==> config.mk <==
export PLATFORM = sky130hd
export DESIGN_NAME = servo_calibration_controller_core
export DESIGN_NICKNAME = d
export VERILOG_FILES = /design/src/hdl/scc_pkg.sv /design/src/hdl/servo_calibration_controller_core.sv /design/src/hdl/scc_scale.sv
export SDC_FILE = /design/constraint.sdc
export NUM_CORES = 1
export LEC_CHECK = 0
export ABC_AREA = 1
export BUFFER_PORTS_ARGS = -buffer_cell sky130_fd_sc_hd__buf_2
export CORE_MARGIN = 1
export CORE_UTILIZATION = 50
export CTS_CLUSTER_SIZE = 10
export DETAILED_ROUTE_END_ITERATION = 6
export PLACE_DENSITY = 0.64
export SKIP_CTS_REPAIR_TIMING = 1
export SLEW_MARGIN = 25
export SYNTH_ARGS = -nofsm -noshare
export SYNTH_HDL_FRONTEND = slang
export SYNTH_SLANG_ARGS = --single-unit
==> constraint.sdc <==
create_clock -name aclk -period 8.25 [get_ports aclk]
set_input_delay 0.825 -clock aclk [delete_from_list [all_inputs] [get_ports aclk]]
set_output_delay 0.825 -clock aclk [all_outputs]
set_load 0.01 [all_outputs]
==> src/hdl/scc_pkg.sv <==
// ---------------------------------------------------------------------------
// scc_pkg
// Shared types and constants of the servo calibration controller: item
// structs, mode and register codes, reset values and the mode LED table.
// ---------------------------------------------------------------------------
package scc_pkg;

    localparam int KNOB_BITS = 12;
    localparam int DUTY_W    = 16;
    localparam int MAG_BITS  = 16;                    // magnitude operand of the scaler
    localparam int PROD_BITS = KNOB_BITS + MAG_BITS;
    localparam int CNT_BITS  = 4;                     // holds KNOB_BITS-1 and MAG_BITS-1

    localparam logic [KNOB_BITS-1:0] KNOB_MAX  = '1;
    localparam logic [KNOB_BITS-1:0] KNOB_HALF = KNOB_MAX >> 1;

    // modes
    localparam logic [2:0] MODE_OPENING     = 3'd0;
    localparam logic [2:0] MODE_SET_MIN     = 3'd1;
    localparam logic [2:0] MODE_SET_MAX     = 3'd2;
    localparam logic [2:0] MODE_DRIVE_MIN   = 3'd3;
    localparam logic [2:0] MODE_OPERATIONAL = 3'd4;
    localparam logic [2:0] MODE_PAUSED      = 3'd5;

    // configuration register indexes
    localparam logic [2:0] REG_DEBOUNCE     = 3'd0;
    localparam logic [2:0] REG_LONG_PRESS   = 3'd1;
    localparam logic [2:0] REG_POLL_PERIOD  = 3'd2;
    localparam logic [2:0] REG_KNOB_THRESH  = 3'd3;
    localparam logic [2:0] REG_DUTY_ZERO    = 3'd4;
    localparam logic [2:0] REG_DUTY_FULL    = 3'd5;
    localparam logic [2:0] REG_REVERSE      = 3'd6;

    // register reset values
    localparam logic [7:0]           RST_DEBOUNCE    = 8'd10;
    localparam logic [15:0]          RST_LONG_PRESS  = 16'd1000;
    localparam logic [9:0]           RST_POLL_PERIOD = 10'd100;
    localparam logic [KNOB_BITS-1:0] RST_KNOB_THRESH = 12'd409;
    localparam logic [DUTY_W-1:0]    RST_DUTY_ZERO   = 16'd1638;
    localparam logic [DUTY_W-1:0]    RST_DUTY_FULL   = 16'd5571;

    // LED colors, bit0 red, bit1 green, bit2 blue
    localparam logic [2:0] LED_OFF     = 3'd0;
    localparam logic [2:0] LED_RED     = 3'd1;
    localparam logic [2:0] LED_GREEN   = 3'd2;
    localparam logic [2:0] LED_YELLOW  = 3'd3;
    localparam logic [2:0] LED_BLUE    = 3'd4;
    localparam logic [2:0] LED_MAGENTA = 3'd5;
    localparam logic [2:0] LED_WHITE   = 3'd7;

    typedef struct packed {
        logic                 btn_level;
        logic [KNOB_BITS-1:0] knob_sample;
    } in_item_t;

    typedef struct packed {
        logic [DUTY_W-1:0] servo_duty;
        logic [2:0]        led_color;
        logic [2:0]        mode_code;
        logic              error_flash;
    } out_item_t;

    typedef struct packed {
        logic                 start;
        logic [KNOB_BITS-1:0] frac;
        logic [MAG_BITS-1:0]  mag;
    } scale_req_t;

    typedef struct packed {
        logic                done;
        logic [MAG_BITS-1:0] quot;
    } scale_rsp_t;

    function automatic logic [2:0] mode_led(input logic [2:0] mode);
        logic [2:0] color;
        unique case (mode)
            MODE_OPENING:     color = LED_BLUE;
            MODE_SET_MIN:     color = LED_RED;
            MODE_SET_MAX:     color = LED_YELLOW;
            MODE_DRIVE_MIN:   color = LED_GREEN;
            MODE_OPERATIONAL: color = LED_MAGENTA;
            MODE_PAUSED:      color = LED_WHITE;
            default:          color = LED_OFF;
        endcase
        return color;
    endfunction

endpackage

==> src/hdl/servo_calibration_controller_core.sv <==
// ---------------------------------------------------------------------------
// servo_calibration_controller_core
// Per-tick servo calibration controller: button debounce and press timing,
// six-mode calibration sequence, knob to servo duty mapping, LED and flash.
// ---------------------------------------------------------------------------
// Usage: send one transaction per millisecond tick on s_ (button level and
// knob sample); each one yields exactly one result transaction on m_ (duty,
// LED color, mode, flash flag). Registers are written on the cfg_ channel,
// which is always ready; write them only while no tick is in flight.
// Each servo positioning runs two passes through the shared bit-serial
// scaler; a tick positions at most twice.
// Throughput is one tick at a time; s_ready is high only between ticks.
// The result sits in an output register: the next tick is accepted and
// processed while it waits, and only the final load stalls on m_ready.
// Reset (aresetn low, synchronous) loads the register defaults, enters the
// opening mode with full travel window and duty of position zero.
// ---------------------------------------------------------------------------
module servo_calibration_controller_core #(
    parameter int DUTY_BITS   = 16,
    parameter int FLASH_TICKS = 400
) (
    input  logic               aclk,
    input  logic               aresetn,
    input  logic               s_valid,
    output logic               s_ready,
    input  scc_pkg::in_item_t  s_payload,
    output logic               m_valid,
    input  logic               m_ready,
    output scc_pkg::out_item_t m_payload,
    input  logic               cfg_valid,
    output logic               cfg_ready,
    input  logic [2:0]         cfg_index,
    input  logic [15:0]        cfg_data
);
    import scc_pkg::*;

    localparam int FLASH_W = $clog2(FLASH_TICKS + 1);
    localparam logic [FLASH_W-1:0] FLASH_LAST = FLASH_W'(FLASH_TICKS - 1);
    localparam logic [DUTY_W-1:0]  DUTY_MASK  =
        DUTY_W'({DUTY_W{1'b1}} << (DUTY_W - DUTY_BITS));
    localparam logic [DUTY_W-1:0]  DUTY_RST   = RST_DUTY_ZERO & DUTY_MASK;

    localparam logic [3:0] S_IDLE  = 4'd0;
    localparam logic [3:0] S_EVT   = 4'd1;
    localparam logic [3:0] S_PRESS = 4'd2;
    localparam logic [3:0] S_POLL  = 4'd3;
    localparam logic [3:0] S_POS1  = 4'd4;
    localparam logic [3:0] S_W1    = 4'd5;
    localparam logic [3:0] S_POS2  = 4'd6;
    localparam logic [3:0] S_W2    = 4'd7;
    localparam logic [3:0] S_FIN   = 4'd8;

    // configuration
    logic [7:0]           deb_ticks_reg, deb_ticks_next;
    logic [15:0]          long_press_reg, long_press_next;
    logic [9:0]           poll_period_reg, poll_period_next;
    logic [KNOB_BITS-1:0] thresh_reg, thresh_next;
    logic [DUTY_W-1:0]    duty_zero_reg, duty_zero_next;
    logic [DUTY_W-1:0]    duty_full_reg, duty_full_next;
    logic                 reverse_reg, reverse_next;

    // sequencer
    logic [3:0]           state_reg, state_next;
    logic [3:0]           ret_reg, ret_next;
    logic                 btn_reg, btn_next;
    logic [KNOB_BITS-1:0] knob_reg, knob_next;
    logic                 paused_reg, paused_next;
    logic                 poll_act_reg, poll_act_next;
    logic                 short_reg, short_next;
    logic                 long_reg, long_next;
    logic [KNOB_BITS-1:0] rel_reg, rel_next;

    // tick state
    logic [31:0]          time_reg, time_next;
    logic [31:0]          deb_end_reg, deb_end_next;
    logic [31:0]          press_start_reg, press_start_next;
    logic                 last_btn_reg, last_btn_next;
    logic [9:0]           poll_cnt_reg, poll_cnt_next;
    logic [FLASH_W-1:0]   flash_cnt_reg, flash_cnt_next;
    logic [2:0]           mode_reg, mode_next;
    logic [KNOB_BITS-1:0] cap_min_reg, cap_min_next;
    logic [KNOB_BITS-1:0] cap_max_reg, cap_max_next;
    logic [KNOB_BITS-1:0] win_low_reg, win_low_next;
    logic signed [KNOB_BITS:0] win_span_reg, win_span_next;
    logic [KNOB_BITS-1:0] last_knob_reg, last_knob_next;
    logic [KNOB_BITS-1:0] cmd_pos_reg, cmd_pos_next;
    logic [DUTY_W-1:0]    duty_reg, duty_next;

    // output register
    logic                 m_valid_reg, m_valid_next;
    out_item_t            m_item_reg, m_item_next;

    // datapath
    scale_req_t           scale_req;
    scale_rsp_t           scale_rsp;
    logic                 flash_active, poll_due, deb_ok, is_long;
    logic [31:0]          held;
    logic signed [KNOB_BITS:0] cap_span;
    logic                 span_neg;
    logic [KNOB_BITS:0]   span_abs;
    logic signed [KNOB_BITS+1:0] pos_delta, pos_sum;
    logic [KNOB_BITS-1:0] pos_clamped, pos_dir;
    logic signed [DUTY_W:0] duty_diff;
    logic                 diff_neg;
    logic [DUTY_W-1:0]    diff_abs;
    logic signed [DUTY_W+1:0] duty_delta, duty_sum;
    logic [DUTY_W-1:0]    duty_clamped;

    scc_scale u_scale (
        .aclk    (aclk),
        .aresetn (aresetn),
        .req     (scale_req),
        .rsp     (scale_rsp)
    );

    always_comb begin
        flash_active = (flash_cnt_reg != '0);
        poll_due     = (poll_cnt_reg == '0);
        deb_ok       = (time_reg >= deb_end_reg);
        held         = time_reg - press_start_reg;
        is_long      = (held > {16'd0, long_press_reg});
        cap_span     = $signed({1'b0, cap_max_reg}) - $signed({1'b0, cap_min_reg});

        // window position from the scaled relative value
        span_neg  = win_span_reg[KNOB_BITS];
        span_abs  = span_neg ? $unsigned(-win_span_reg) : $unsigned(win_span_reg);
        pos_delta = $signed({2'b00, scale_rsp.quot[KNOB_BITS-1:0]});
        if (span_neg) begin
            pos_delta = -pos_delta;
        end
        pos_sum = $signed({2'b00, win_low_reg}) + pos_delta;
        if (pos_sum[KNOB_BITS+1]) begin
            pos_clamped = '0;
        end else if (pos_sum[KNOB_BITS]) begin
            pos_clamped = KNOB_MAX;
        end else begin
            pos_clamped = pos_sum[KNOB_BITS-1:0];
        end
        pos_dir = reverse_reg ? (KNOB_MAX - cmd_pos_reg) : cmd_pos_reg;

        // duty between the two limits
        duty_diff  = $signed({1'b0, duty_full_reg}) - $signed({1'b0, duty_zero_reg});
        diff_neg   = duty_diff[DUTY_W];
        diff_abs   = diff_neg ? DUTY_W'(-duty_diff) : duty_diff[DUTY_W-1:0];
        duty_delta = $signed({2'b00, scale_rsp.quot});
        if (diff_neg) begin
            duty_delta = -duty_delta;
        end
        duty_sum = $signed({2'b00, duty_zero_reg}) + duty_delta;
        if (duty_sum[DUTY_W+1]) begin
            duty_clamped = '0;
        end else if (duty_sum[DUTY_W]) begin
            duty_clamped = '1;
        end else begin
            duty_clamped = duty_sum[DUTY_W-1:0];
        end

        scale_req.start = (state_reg == S_POS1) || (state_reg == S_POS2);
        scale_req.frac  = (state_reg == S_POS1) ? rel_reg : pos_dir;
        scale_req.mag   = (state_reg == S_POS1) ? MAG_BITS'(span_abs) : diff_abs;
    end

    always_comb begin
        deb_ticks_next   = deb_ticks_reg;
        long_press_next  = long_press_reg;
        poll_period_next = poll_period_reg;
        thresh_next      = thresh_reg;
        duty_zero_next   = duty_zero_reg;
        duty_full_next   = duty_full_reg;
        reverse_next     = reverse_reg;
        state_next       = state_reg;
        ret_next         = ret_reg;
        btn_next         = btn_reg;
        knob_next        = knob_reg;
        paused_next      = paused_reg;
        poll_act_next    = poll_act_reg;
        short_next       = short_reg;
        long_next        = long_reg;
        rel_next         = rel_reg;
        time_next        = time_reg;
        deb_end_next     = deb_end_reg;
        press_start_next = press_start_reg;
        last_btn_next    = last_btn_reg;
        poll_cnt_next    = poll_cnt_reg;
        flash_cnt_next   = flash_cnt_reg;
        mode_next        = mode_reg;
        cap_min_next     = cap_min_reg;
        cap_max_next     = cap_max_reg;
        win_low_next     = win_low_reg;
        win_span_next    = win_span_reg;
        last_knob_next   = last_knob_reg;
        cmd_pos_next     = cmd_pos_reg;
        duty_next        = duty_reg;
        m_item_next      = m_item_reg;
        m_valid_next     = m_valid_reg && !m_ready;

        if (cfg_valid) begin
            unique case (cfg_index)
                REG_DEBOUNCE:    deb_ticks_next   = cfg_data[7:0];
                REG_LONG_PRESS:  long_press_next  = cfg_data;
                REG_POLL_PERIOD: poll_period_next = cfg_data[9:0];
                REG_KNOB_THRESH: thresh_next      = cfg_data[KNOB_BITS-1:0];
                REG_DUTY_ZERO:   duty_zero_next   = cfg_data;
                REG_DUTY_FULL:   duty_full_next   = cfg_data;
                REG_REVERSE:     reverse_next     = cfg_data[0];
                default: ;
            endcase
        end

        unique case (state_reg)
            S_IDLE: begin
                if (s_valid) begin
                    btn_next   = s_payload.btn_level;
                    knob_next  = s_payload.knob_sample;
                    state_next = S_EVT;
                end
            end
            S_EVT: begin
                paused_next = flash_active;
                if (flash_active) begin
                    flash_cnt_next = flash_cnt_reg - 1'b1;
                end
                if (poll_due) begin
                    poll_cnt_next = (poll_period_reg == '0) ? '0 : poll_period_reg - 1'b1;
                end else begin
                    poll_cnt_next = poll_cnt_reg - 1'b1;
                end
                poll_act_next = !flash_active && poll_due;
                short_next    = 1'b0;
                long_next     = 1'b0;
                if (!flash_active && (btn_reg != last_btn_reg)) begin
                    last_btn_next = btn_reg;
                    if (deb_ok) begin
                        deb_end_next = time_reg + 32'(deb_ticks_reg);
                        if (btn_reg) begin
                            press_start_next = time_reg;
                        end else begin
                            // release: classify by held time
                            press_start_next = '0;
                            long_next        = is_long;
                            short_next       = !is_long;
                        end
                    end
                end
                time_next  = time_reg + 1'b1;
                state_next = S_PRESS;
            end
            S_PRESS: begin
                state_next = S_POLL;
                ret_next   = S_POLL;
                if (long_reg) begin
                    if (mode_reg != MODE_OPENING && mode_reg <= MODE_PAUSED) begin
                        mode_next     = MODE_OPENING;
                        win_low_next  = '0;
                        win_span_next = $signed({1'b0, KNOB_MAX});
                        rel_next      = '0;
                        state_next    = S_POS1;
                    end
                end else if (short_reg) begin
                    unique case (mode_reg)
                        MODE_OPENING: begin
                            if (knob_reg < thresh_reg) begin
                                mode_next  = MODE_SET_MIN;
                                rel_next   = '0;
                                state_next = S_POS1;
                            end else begin
                                flash_cnt_next = FLASH_LAST;
                            end
                        end
                        MODE_DRIVE_MIN: begin
                            if (knob_reg < thresh_reg) begin
                                mode_next     = MODE_OPERATIONAL;
                                win_low_next  = cap_min_reg;
                                win_span_next = cap_span;
                            end else begin
                                flash_cnt_next = FLASH_LAST;
                            end
                        end
                        MODE_SET_MIN: begin
                            cap_min_next = cmd_pos_reg;
                            mode_next    = MODE_SET_MAX;
                        end
                        MODE_SET_MAX: begin
                            cap_max_next = cmd_pos_reg;
                            mode_next    = MODE_DRIVE_MIN;
                            rel_next     = cap_min_reg;
                            state_next   = S_POS1;
                        end
                        MODE_OPERATIONAL: begin
                            mode_next  = MODE_PAUSED;
                            rel_next   = '0;
                            state_next = S_POS1;
                        end
                        MODE_PAUSED: begin
                            // the paused window already equals the operational one
                            mode_next     = MODE_OPERATIONAL;
                            win_low_next  = cap_min_reg;
                            win_span_next = cap_span;
                            if (knob_reg != last_knob_reg) begin
                                last_knob_next = knob_reg;
                                rel_next       = knob_reg;
                                state_next     = S_POS1;
                            end
                        end
                        default: ;
                    endcase
                end
            end
            S_POLL: begin
                state_next = S_FIN;
                if (poll_act_reg && knob_reg != last_knob_reg &&
                    (mode_reg == MODE_SET_MIN || mode_reg == MODE_SET_MAX ||
                     mode_reg == MODE_OPERATIONAL)) begin
                    last_knob_next = knob_reg;
                    rel_next       = knob_reg;
                    ret_next       = S_FIN;
                    state_next     = S_POS1;
                end
            end
            S_POS1: state_next = S_W1;
            S_W1: begin
                if (scale_rsp.done) begin
                    cmd_pos_next = pos_clamped;
                    state_next   = S_POS2;
                end
            end
            S_POS2: state_next = S_W2;
            S_W2: begin
                if (scale_rsp.done) begin
                    duty_next  = duty_clamped & DUTY_MASK;
                    state_next = ret_reg;
                end
            end
            S_FIN: begin
                if (!m_valid_reg || m_ready) begin
                    m_valid_next            = 1'b1;
                    m_item_next.servo_duty  = duty_reg;
                    m_item_next.mode_code   = mode_reg;
                    m_item_next.error_flash = paused_reg || flash_active;
                    m_item_next.led_color   = (paused_reg || flash_active) ?
                                              LED_RED : mode_led(mode_reg);
                    state_next              = S_IDLE;
                end
            end
            default: state_next = S_IDLE;
        endcase
    end

    always_ff @(posedge aclk) begin
        if (!aresetn) begin
            deb_ticks_reg   <= RST_DEBOUNCE;
            long_press_reg  <= RST_LONG_PRESS;
            poll_period_reg <= RST_POLL_PERIOD;
            thresh_reg      <= RST_KNOB_THRESH;
            duty_zero_reg   <= RST_DUTY_ZERO;
            duty_full_reg   <= RST_DUTY_FULL;
            reverse_reg     <= 1'b0;
            state_reg       <= S_IDLE;
            ret_reg         <= S_POLL;
            paused_reg      <= 1'b0;
            poll_act_reg    <= 1'b0;
            short_reg       <= 1'b0;
            long_reg        <= 1'b0;
            time_reg        <= '0;
            deb_end_reg     <= '0;
            press_start_reg <= '0;
            last_btn_reg    <= 1'b0;
            poll_cnt_reg    <= '0;
            flash_cnt_reg   <= '0;
            mode_reg        <= MODE_OPENING;
            cap_min_reg     <= '0;
            cap_max_reg     <= '0;
            win_low_reg     <= '0;
            win_span_reg    <= $signed({1'b0, KNOB_MAX});
            last_knob_reg   <= '0;
            cmd_pos_reg     <= '0;
            duty_reg        <= DUTY_RST;
            m_valid_reg     <= 1'b0;
        end else begin
            deb_ticks_reg   <= deb_ticks_next;
            long_press_reg  <= long_press_next;
            poll_period_reg <= poll_period_next;
            thresh_reg      <= thresh_next;
            duty_zero_reg   <= duty_zero_next;
            duty_full_reg   <= duty_full_next;
            reverse_reg     <= reverse_next;
            state_reg       <= state_next;
            ret_reg         <= ret_next;
            paused_reg      <= paused_next;
            poll_act_reg    <= poll_act_next;
            short_reg       <= short_next;
            long_reg        <= long_next;
            time_reg        <= time_next;
            deb_end_reg     <= deb_end_next;
            press_start_reg <= press_start_next;
            last_btn_reg    <= last_btn_next;
            poll_cnt_reg    <= poll_cnt_next;
            flash_cnt_reg   <= flash_cnt_next;
            mode_reg        <= mode_next;
            cap_min_reg     <= cap_min_next;
            cap_max_reg     <= cap_max_next;
            win_low_reg     <= win_low_next;
            win_span_reg    <= win_span_next;
            last_knob_reg   <= last_knob_next;
            cmd_pos_reg     <= cmd_pos_next;
            duty_reg        <= duty_next;
            m_valid_reg     <= m_valid_next;
        end
        btn_reg    <= btn_next;
        knob_reg   <= knob_next;
        rel_reg    <= rel_next;
        m_item_reg <= m_item_next;
    end

    assign s_ready   = (state_reg == S_IDLE);
    assign m_valid   = m_valid_reg;
    assign m_payload = m_item_reg;
    assign cfg_ready = 1'b1;

endmodule

==> src/hdl/scc_scale.sv <==
// ---------------------------------------------------------------------------
// scc_scale
// Bit-serial scaler: quot = round(frac * mag / KNOB_MAX), ties away from zero.
// MSB-first shift-add multiply, one rounding add, then restoring division
// one quotient bit per cycle. done is registered and rises once the last quotient bit is in.
// ---------------------------------------------------------------------------
module scc_scale (
    input  logic                aclk,
    input  logic                aresetn,
    input  scc_pkg::scale_req_t req,
    output scc_pkg::scale_rsp_t rsp
);
    import scc_pkg::*;

    localparam logic [1:0] ST_IDLE = 2'd0;
    localparam logic [1:0] ST_MUL  = 2'd1;
    localparam logic [1:0] ST_RND  = 2'd2;
    localparam logic [1:0] ST_DIV  = 2'd3;

    logic [1:0]           state_reg, state_next;
    logic [CNT_BITS-1:0]  cnt_reg, cnt_next;
    logic [KNOB_BITS-1:0] frac_reg, frac_next;
    logic [MAG_BITS-1:0]  mag_reg, mag_next;
    logic [MAG_BITS-1:0]  quot_reg, quot_next;
    logic [PROD_BITS-1:0] acc_reg, acc_next;
    logic [PROD_BITS-1:0] div_reg, div_next;
    logic                 done_reg, done_next;
    logic [PROD_BITS-1:0] addend;

    always_comb begin
        state_next = state_reg;
        cnt_next   = cnt_reg;
        frac_next  = frac_reg;
        mag_next   = mag_reg;
        quot_next  = quot_reg;
        acc_next   = acc_reg;
        div_next   = div_reg;
        done_next  = 1'b0;
        addend     = frac_reg[KNOB_BITS-1] ? PROD_BITS'(mag_reg) : '0;

        unique case (state_reg)
            ST_IDLE: begin
                if (req.start) begin
                    frac_next  = req.frac;
                    mag_next   = req.mag;
                    acc_next   = '0;
                    cnt_next   = CNT_BITS'(KNOB_BITS - 1);
                    state_next = ST_MUL;
                end
            end
            ST_MUL: begin
                acc_next  = (acc_reg << 1) + addend;
                frac_next = frac_reg << 1;
                if (cnt_reg == '0) begin
                    state_next = ST_RND;
                end else begin
                    cnt_next = cnt_reg - 1'b1;
                end
            end
            ST_RND: begin
                acc_next   = acc_reg + PROD_BITS'(KNOB_HALF);
                div_next   = PROD_BITS'(KNOB_MAX) << (MAG_BITS - 1);
                quot_next  = '0;
                cnt_next   = CNT_BITS'(MAG_BITS - 1);
                state_next = ST_DIV;
            end
            ST_DIV: begin
                // quotient never exceeds mag, so MAG_BITS steps suffice
                if (acc_reg >= div_reg) begin
                    acc_next  = acc_reg - div_reg;
                    quot_next = {quot_reg[MAG_BITS-2:0], 1'b1};
                end else begin
                    quot_next = {quot_reg[MAG_BITS-2:0], 1'b0};
                end
                div_next = div_reg >> 1;
                if (cnt_reg == '0) begin
                    done_next  = 1'b1;
                    state_next = ST_IDLE;
                end else begin
                    cnt_next = cnt_reg - 1'b1;
                end
            end
            default: state_next = ST_IDLE;
        endcase
    end

    always_ff @(posedge aclk) begin
        if (!aresetn) begin
            state_reg <= ST_IDLE;
            done_reg  <= 1'b0;
        end else begin
            state_reg <= state_next;
            done_reg  <= done_next;
        end
        cnt_reg  <= cnt_next;
        frac_reg <= frac_next;
        mag_reg  <= mag_next;
        quot_reg <= quot_next;
        acc_reg  <= acc_next;
        div_reg  <= div_next;
    end

    assign rsp.done = done_reg;
    assign rsp.quot = quot_reg;

endmodule

== After elaboration in Yosys (flattened, before gate mapping) ==
Index checks and enable logic that the tools add are counted.
Cells by class
  add/sub/neg operators: 19
  order comparisons: 5
  equal/unequal tests: 49
  multiplexer cells: 87
  bitwise logic cells: 1
  reductions and logical operators: 62
Operators by type and width (count)
  12-bit two-way mux: 17
  28-bit case mux with 4 select lines: 1
  12-bit case mux with 2 select lines: 4
  13-bit two-way mux: 6
  16-bit two-way mux: 4
  28-bit two-way mux: 2
  28-bit case mux with 2 select lines: 1
  12-bit case mux with 4 select lines: 1
  9-bit two-way mux: 5
  4-bit two-way mux: 9
  3-bit case mux with 6 select lines: 2
  4-bit case mux with 9 select lines: 1
  2-bit AND reduction: 18
  32-bit by 1-bit adder with 32-bit output, second input constant: 1
  32-bit by 8-bit adder with 32-bit output: 1
  32-bit greater-or-equal comparator: 1
  32-bit by 16-bit greater-than comparator with 1-bit output: 1
  32-bit two-way mux: 1
  16-bit case mux with 2 select lines: 1
  32-bit subtractor: 1
  28-bit by 11-bit adder with 28-bit output, second input constant: 1
  28-bit adder: 1
  28-bit greater-or-equal comparator: 1
  28-bit subtractor: 1
  60 further kinds: 141
Storage, ports and cells
  bits in registers: 455
  input port bits: 37
  output and inout port bits: 26
  logic and storage cells: 267

== Longest topological paths before layout ==
  depth in word-level cells: 6
  depth in mapped cells: 29
  gate-level depth less buffers: 27

== Cells and area by module ==
From an unflattened synthesis, not the netlist that was laid out.
Second synthesis, totals
  cells, all modules: 4704
  area, all modules: 31590.3 um2
By module, submodules not included
  servo_calibration_controller_core: instances 1, cells each 3367, area an instance 22765.6 um2, seq. area each 7407.1 um2
  scc_scale: instances 1, cells each 1337, area an instance 8824.7 um2, seq. area each 3153.0 um2

== Worst setup path after synthesis ==
OpenSTA, ideal clock, no wires.
  path kind: reg-to-reg
  from: register duty_zero_reg[0]
  to: register duty_reg[11]
  library setup time: 0.132 ns
  arrival time: 3.615 ns
  data required time: 8.118 ns
  path slack: 4.503 ns
  stages on the path, launching flop included: 23
  path buffers: 2
  clock period less this slack: 3.747 ns
  cells stage by stage: dfxtp_1 > ha_1 > inv_1 > fa_1 > nand3_1 > nand3_2 > nand3_1 > nand3_1 > nand2_1 > nand2_2 > clkbuf_1 > o21ai_0 > inv_1 > fa_1 > o21ai_0 > nand3_1 > nand3_1 > a21oi_1 > xnor2_2 > buf_6 > nand2_1 > nand3_1 > a21oi_1
On the way
  longest elaborated chain between the ends: 5
Ends and longest elaborated chain
  from (decl): RTL line servo_calibration_controller_core.sv:58  | logic [DUTY_W-1:0] duty_zero_reg, duty_zero_next;
  from (signal assigned): RTL line servo_calibration_controller_core.sv:384  | duty_zero_reg <= duty_zero_next;
  16-bit by 16-bit subtractor with 17-bit output: RTL line servo_calibration_controller_core.sv:142  | duty_diff = $signed({1'b0, duty_full_reg}) - $signed({1'b0, duty_zero_reg});
  18-bit two-way mux: RTL line servo_calibration_controller_core.sv:146  | if (diff_neg) begin
  17-bit by 18-bit adder with 18-bit output (*): RTL line servo_calibration_controller_core.sv:149  | duty_sum = $signed({2'b00, duty_zero_reg}) + duty_delta;
  16-bit two-way mux: RTL line servo_calibration_controller_core.sv:152  | end else if (duty_sum[DUTY_W]) begin
  16-bit two-way mux (*): RTL line servo_calibration_controller_core.sv:150  | if (duty_sum[DUTY_W+1]) begin
  to (signal assigned): RTL line servo_calibration_controller_core.sv:406  | duty_reg <= duty_next;
  to (decl): RTL line servo_calibration_controller_core.sv:87  | logic [DUTY_W-1:0] duty_reg, duty_next;
Mark *: on every way between the ends. The rest lies on a longest branch, timed or not.
A chain may end at the register's enable or synchronous reset.

== Final worst setup path ==
  from: register duty_zero_reg[0]
  to: register duty_reg[15]
Same word-level chain as after synthesis.

==> run_results.csv <==
group,metric,value,unit
run_status,status,"completed",
setup_path,cp-start-kind,"register",
finish,layout.cells.non_filler,5179,
finish,layout.area.seq,10600,µm²
detailed_routing,detailedRoute.firstIterationViolations,1813,
setup_path,timing.rr.start,"duty_zero_reg[0]",
yosys,postSynthNetCount,4602,
sta,setup_violators_final,0,
die,std_cell_rows,89,
sta,finalSetupTns,0,ps
setup_path,register_to_register_path_depth,21,
yosys,synthesis.yosys.warnings,0,
power_and_ir_drop,total_power,8.07,mW
place,place.detailed.hpwl,67500,µm
power_and_ir_drop,ir_worst_vdd,0.000199,V
yosys,synthesized_netlist_cell_count,4347,
detailed_routing,detail_route.vias_per_cell,5.39,
place,dp_cells,5080,
setup_path,cp.required,8730,ps
clock_tree,cts_buffer_depth,3,
setup_path,capture_instance_of_the_worst_register_to_register_path,"duty_reg[15]",
hold_path,holdCritPathClass,"in2reg",
yosys,synth_cell_types,62,
place,dp_worst_setup_slack,3350,ps
yosys,synth.cell_area,30300,µm²
setup_path,worst_setup_path_endpoint,"duty_reg[15]",
detailed_routing,vias,27936,
finish,multi_input_area,16700,µm²
finish,stdcell_area,33000,µm²
clock_tree,clk-insertion-delay-late,650,ps
die,core_area,59500,µm²
setup_path,worst-path-max-fanout,33,
clock_tree,clockRootBuffer,"clkbuf_16",
global_routing,antenna_violations_before_repair,5,
sta,worst_slew_margin_rel,0.281,
global_routing,first_global_vias,25992,
sta,slew_viol_final,0,
yosys,netlist_top_cells_area,"dfxtp_1, edfxtp_1, nand2_1",
finish,diodes,0,
yosys,yosysTopAreaCell,"dfxtp_1",
detailed_routing,wire_per_inst,17.2,µm
yosys,synthMostInstantiatedCell,"nand2_1",
clock_tree,clock-sinks,452,
sta,unrepaired_setup_endpoints_after_global_routing,"false",
yosys,synth.avg_cell_area,6.97,µm²
yosys,synth_seq_area_share,0.349,
yosys,synthFlopType,"dfxtp_1",
yosys,synth.cells.most_frequent,"nand2_1, inv_1, a21oi_1",
place,io_buffers,61,
finish,syn_to_final_growth,8.82,%
power_and_ir_drop,power.density_cell_area,245,nW/µm²
die,die_height,248,µm
die,start_util,0.509,
sta,setup_ws,3260,ps
die,floorplan.io_pins,63,
die,die_w,248,µm
sta,timing.fmax,200,MHz
finish,fillCellCount,5901,
sta,worst-slew-pin-transition,1080,ps
die,dieArea,61600,µm²
global_routing,maximum_number_of_pins_on_one_net_before_global_route_repair,112,
clock_tree,clock_tree.htree_level_count,2,
sta,fin_skew,46.3,ps
sta,timing_hold_violations_final,0,
finish,drive_above_1_share,0.0524,
yosys,async_sr_flop_fraction,0,
power_and_ir_drop,power_leakage,15.0,nW
setup_path,setup.reg_to_reg.worst_slack,3260,ps
yosys,synth_top_area_share,0.199,
finish,finalNetCount,4620,
detailed_routing,drc_markers,0,
detailed_routing,ant_nets,0,
global_routing,grt_overflow,0,
global_routing,track_usage,0.287,
yosys,ys_ff_latch,452,
setup_path,critical_path_sink_type,"register",
setup_path,timing.critical_path.from,"duty_zero_reg[0]",
detailed_routing,drtPass1Iterations,6,
run,cap_viol_max_count,0,
clock_tree,clkTransAtPathRegs,60,ps
place,dpl_cell_area,31200,µm²
global_routing,grt_pass1_wl,139000,µm
place,gp_routability_congestion,0.939,
detailed_routing,drt_wl_total,88900,µm
setup_path,critPathArrivalTime,5470,ps
sta,post-route-period-util,0.605,
clock_tree,cts_tree,"built",
yosys,number_of_enable_flip_flop_cells_after_synthesis,151,
sta,period_minus_slack,4990,ps
clock_tree,number_of_buffers_created_by_cts,56,
setup_path,timing.setup.critical_path_class,"reg2reg",
## power by group
| group | switching [mW] | leakage, nW | internal, mW |
|---|---|---|---|
| sequential | 0.251 | 3.81 | 2.65 |
| clock | 1.01 | 0.844 | 1.37 |
| combinational | 1.92 | 10.3 | 0.875 |
| total | 3.18 | 15.0 | 4.89 |
## worst min-delay path by stage
stage | from | endpoint | slack, ps | cells past startpoint
after floorplan | duty_reg[5] | m_payload[12] | 410 | 0
after global placement | duty_reg[15] | m_payload[22] | 430 | 0
after detailed placement | duty_reg[15] | m_payload[22] | 440 | 0
after CTS | s_payload[6] | knob_reg[6] | 320 | 1
after global routing | s_payload[6] | knob_reg[6] | 330 | 1
final | s_payload[6] | knob_reg[6] | 360 | 1
## logic make-up after synthesis
logic type,share of synthesized area
AND/OR/NAND/NOR,0.253
XOR/XNOR,0.0418
AO/OA/AOI/OAI,0.164
other,0.000124
buffers and inverters,0.101
flip-flops,0.349
adder cells (fa/ha/maj),0.0920
## worst max-delay path, cell delays in order (launching register included)
cell	delay (ps)
dfxtp_1	360
ha_1	150
inv_1	70
fa_1	430
nand3_1	130
nand3_2	110
nand3_1	100
nand3_1	150
nand2_1	110
nand2_2	340
inv_2	450
o21ai_0	190
ha_1	380
nand2_1	60
o21ai_0	410
nand3_1	130
nand3_1	210
a21oi_1	130
xnor2_2	580
nand3_1	140
nand3_1	120
a21oi_1	60
## cell usage in the layout (no fill, tap or decap), drive strengths merged, types with 2 or more instances in the layout
| cell type | n |
|---|---|
| nand4 | 58 |
| nand2 | 1029 |
| xnor2 | 56 |
| nor2 | 372 |
| clkbuf | 88 |
| a22oi | 2 |
| o21ai | 357 |
| nand3b | 11 |
| buf | 79 |
| ha | 210 |
| or3 | 2 |
| nor4 | 9 |
| a21boi | 2 |
| a211oi | 14 |
| fa | 8 |
| a31oi | 20 |
| nand3 | 237 |
| nor3 | 84 |
| a221oi | 3 |
| clkinv | 13 |
| o211ai | 31 |
| o21a | 10 |
| o22ai | 6 |
| dfxtp | 301 |
| or2 | 12 |
| a21oi | 440 |
| edfxtp | 151 |
| o32ai | 2 |
| xor2 | 87 |
| nor3b | 2 |
| o311ai | 8 |
| o221ai | 2 |
| o21bai | 9 |
| o31ai | 3 |
| inv | 668 |
| a21o | 10 |
## layout make-up
cell class | count | area share
tap | 773 | 0.0293
clock buffer | 88 | 0.0489
clock inverter | 11 | 0.00399
sequential | 452 | 0.320
timing repair buffer | 79 | 0.0136
inverter | 671 | 0.0765
multi-input combinational | 3105 | 0.507
## stage by stage
stage | utilization | hold slack, ps
after floorplan | - | 409
after global placement | 0.525 | 433
after detailed placement | 0.525 | 437
after CTS | 0.554 | 317
after global routing | 0.554 | 328
final | 0.554 | 357
## per-layer routing
layer / track usage / part of all wire / vias up / wire [µm]
met5: 0 / 0.00026 / - / 23
met4: 0.0992 / 0.035 / 4 / 3130
met3: 0.0359 / 0.041 / 180 / 3670
met2: 0.519 / 0.50 / 640 / 44200
met1: 0.348 / 0.43 / 12777 / 37900
li1: - / - / 14335 / -
Note: power is estimated with default switching activity, not from simulation.
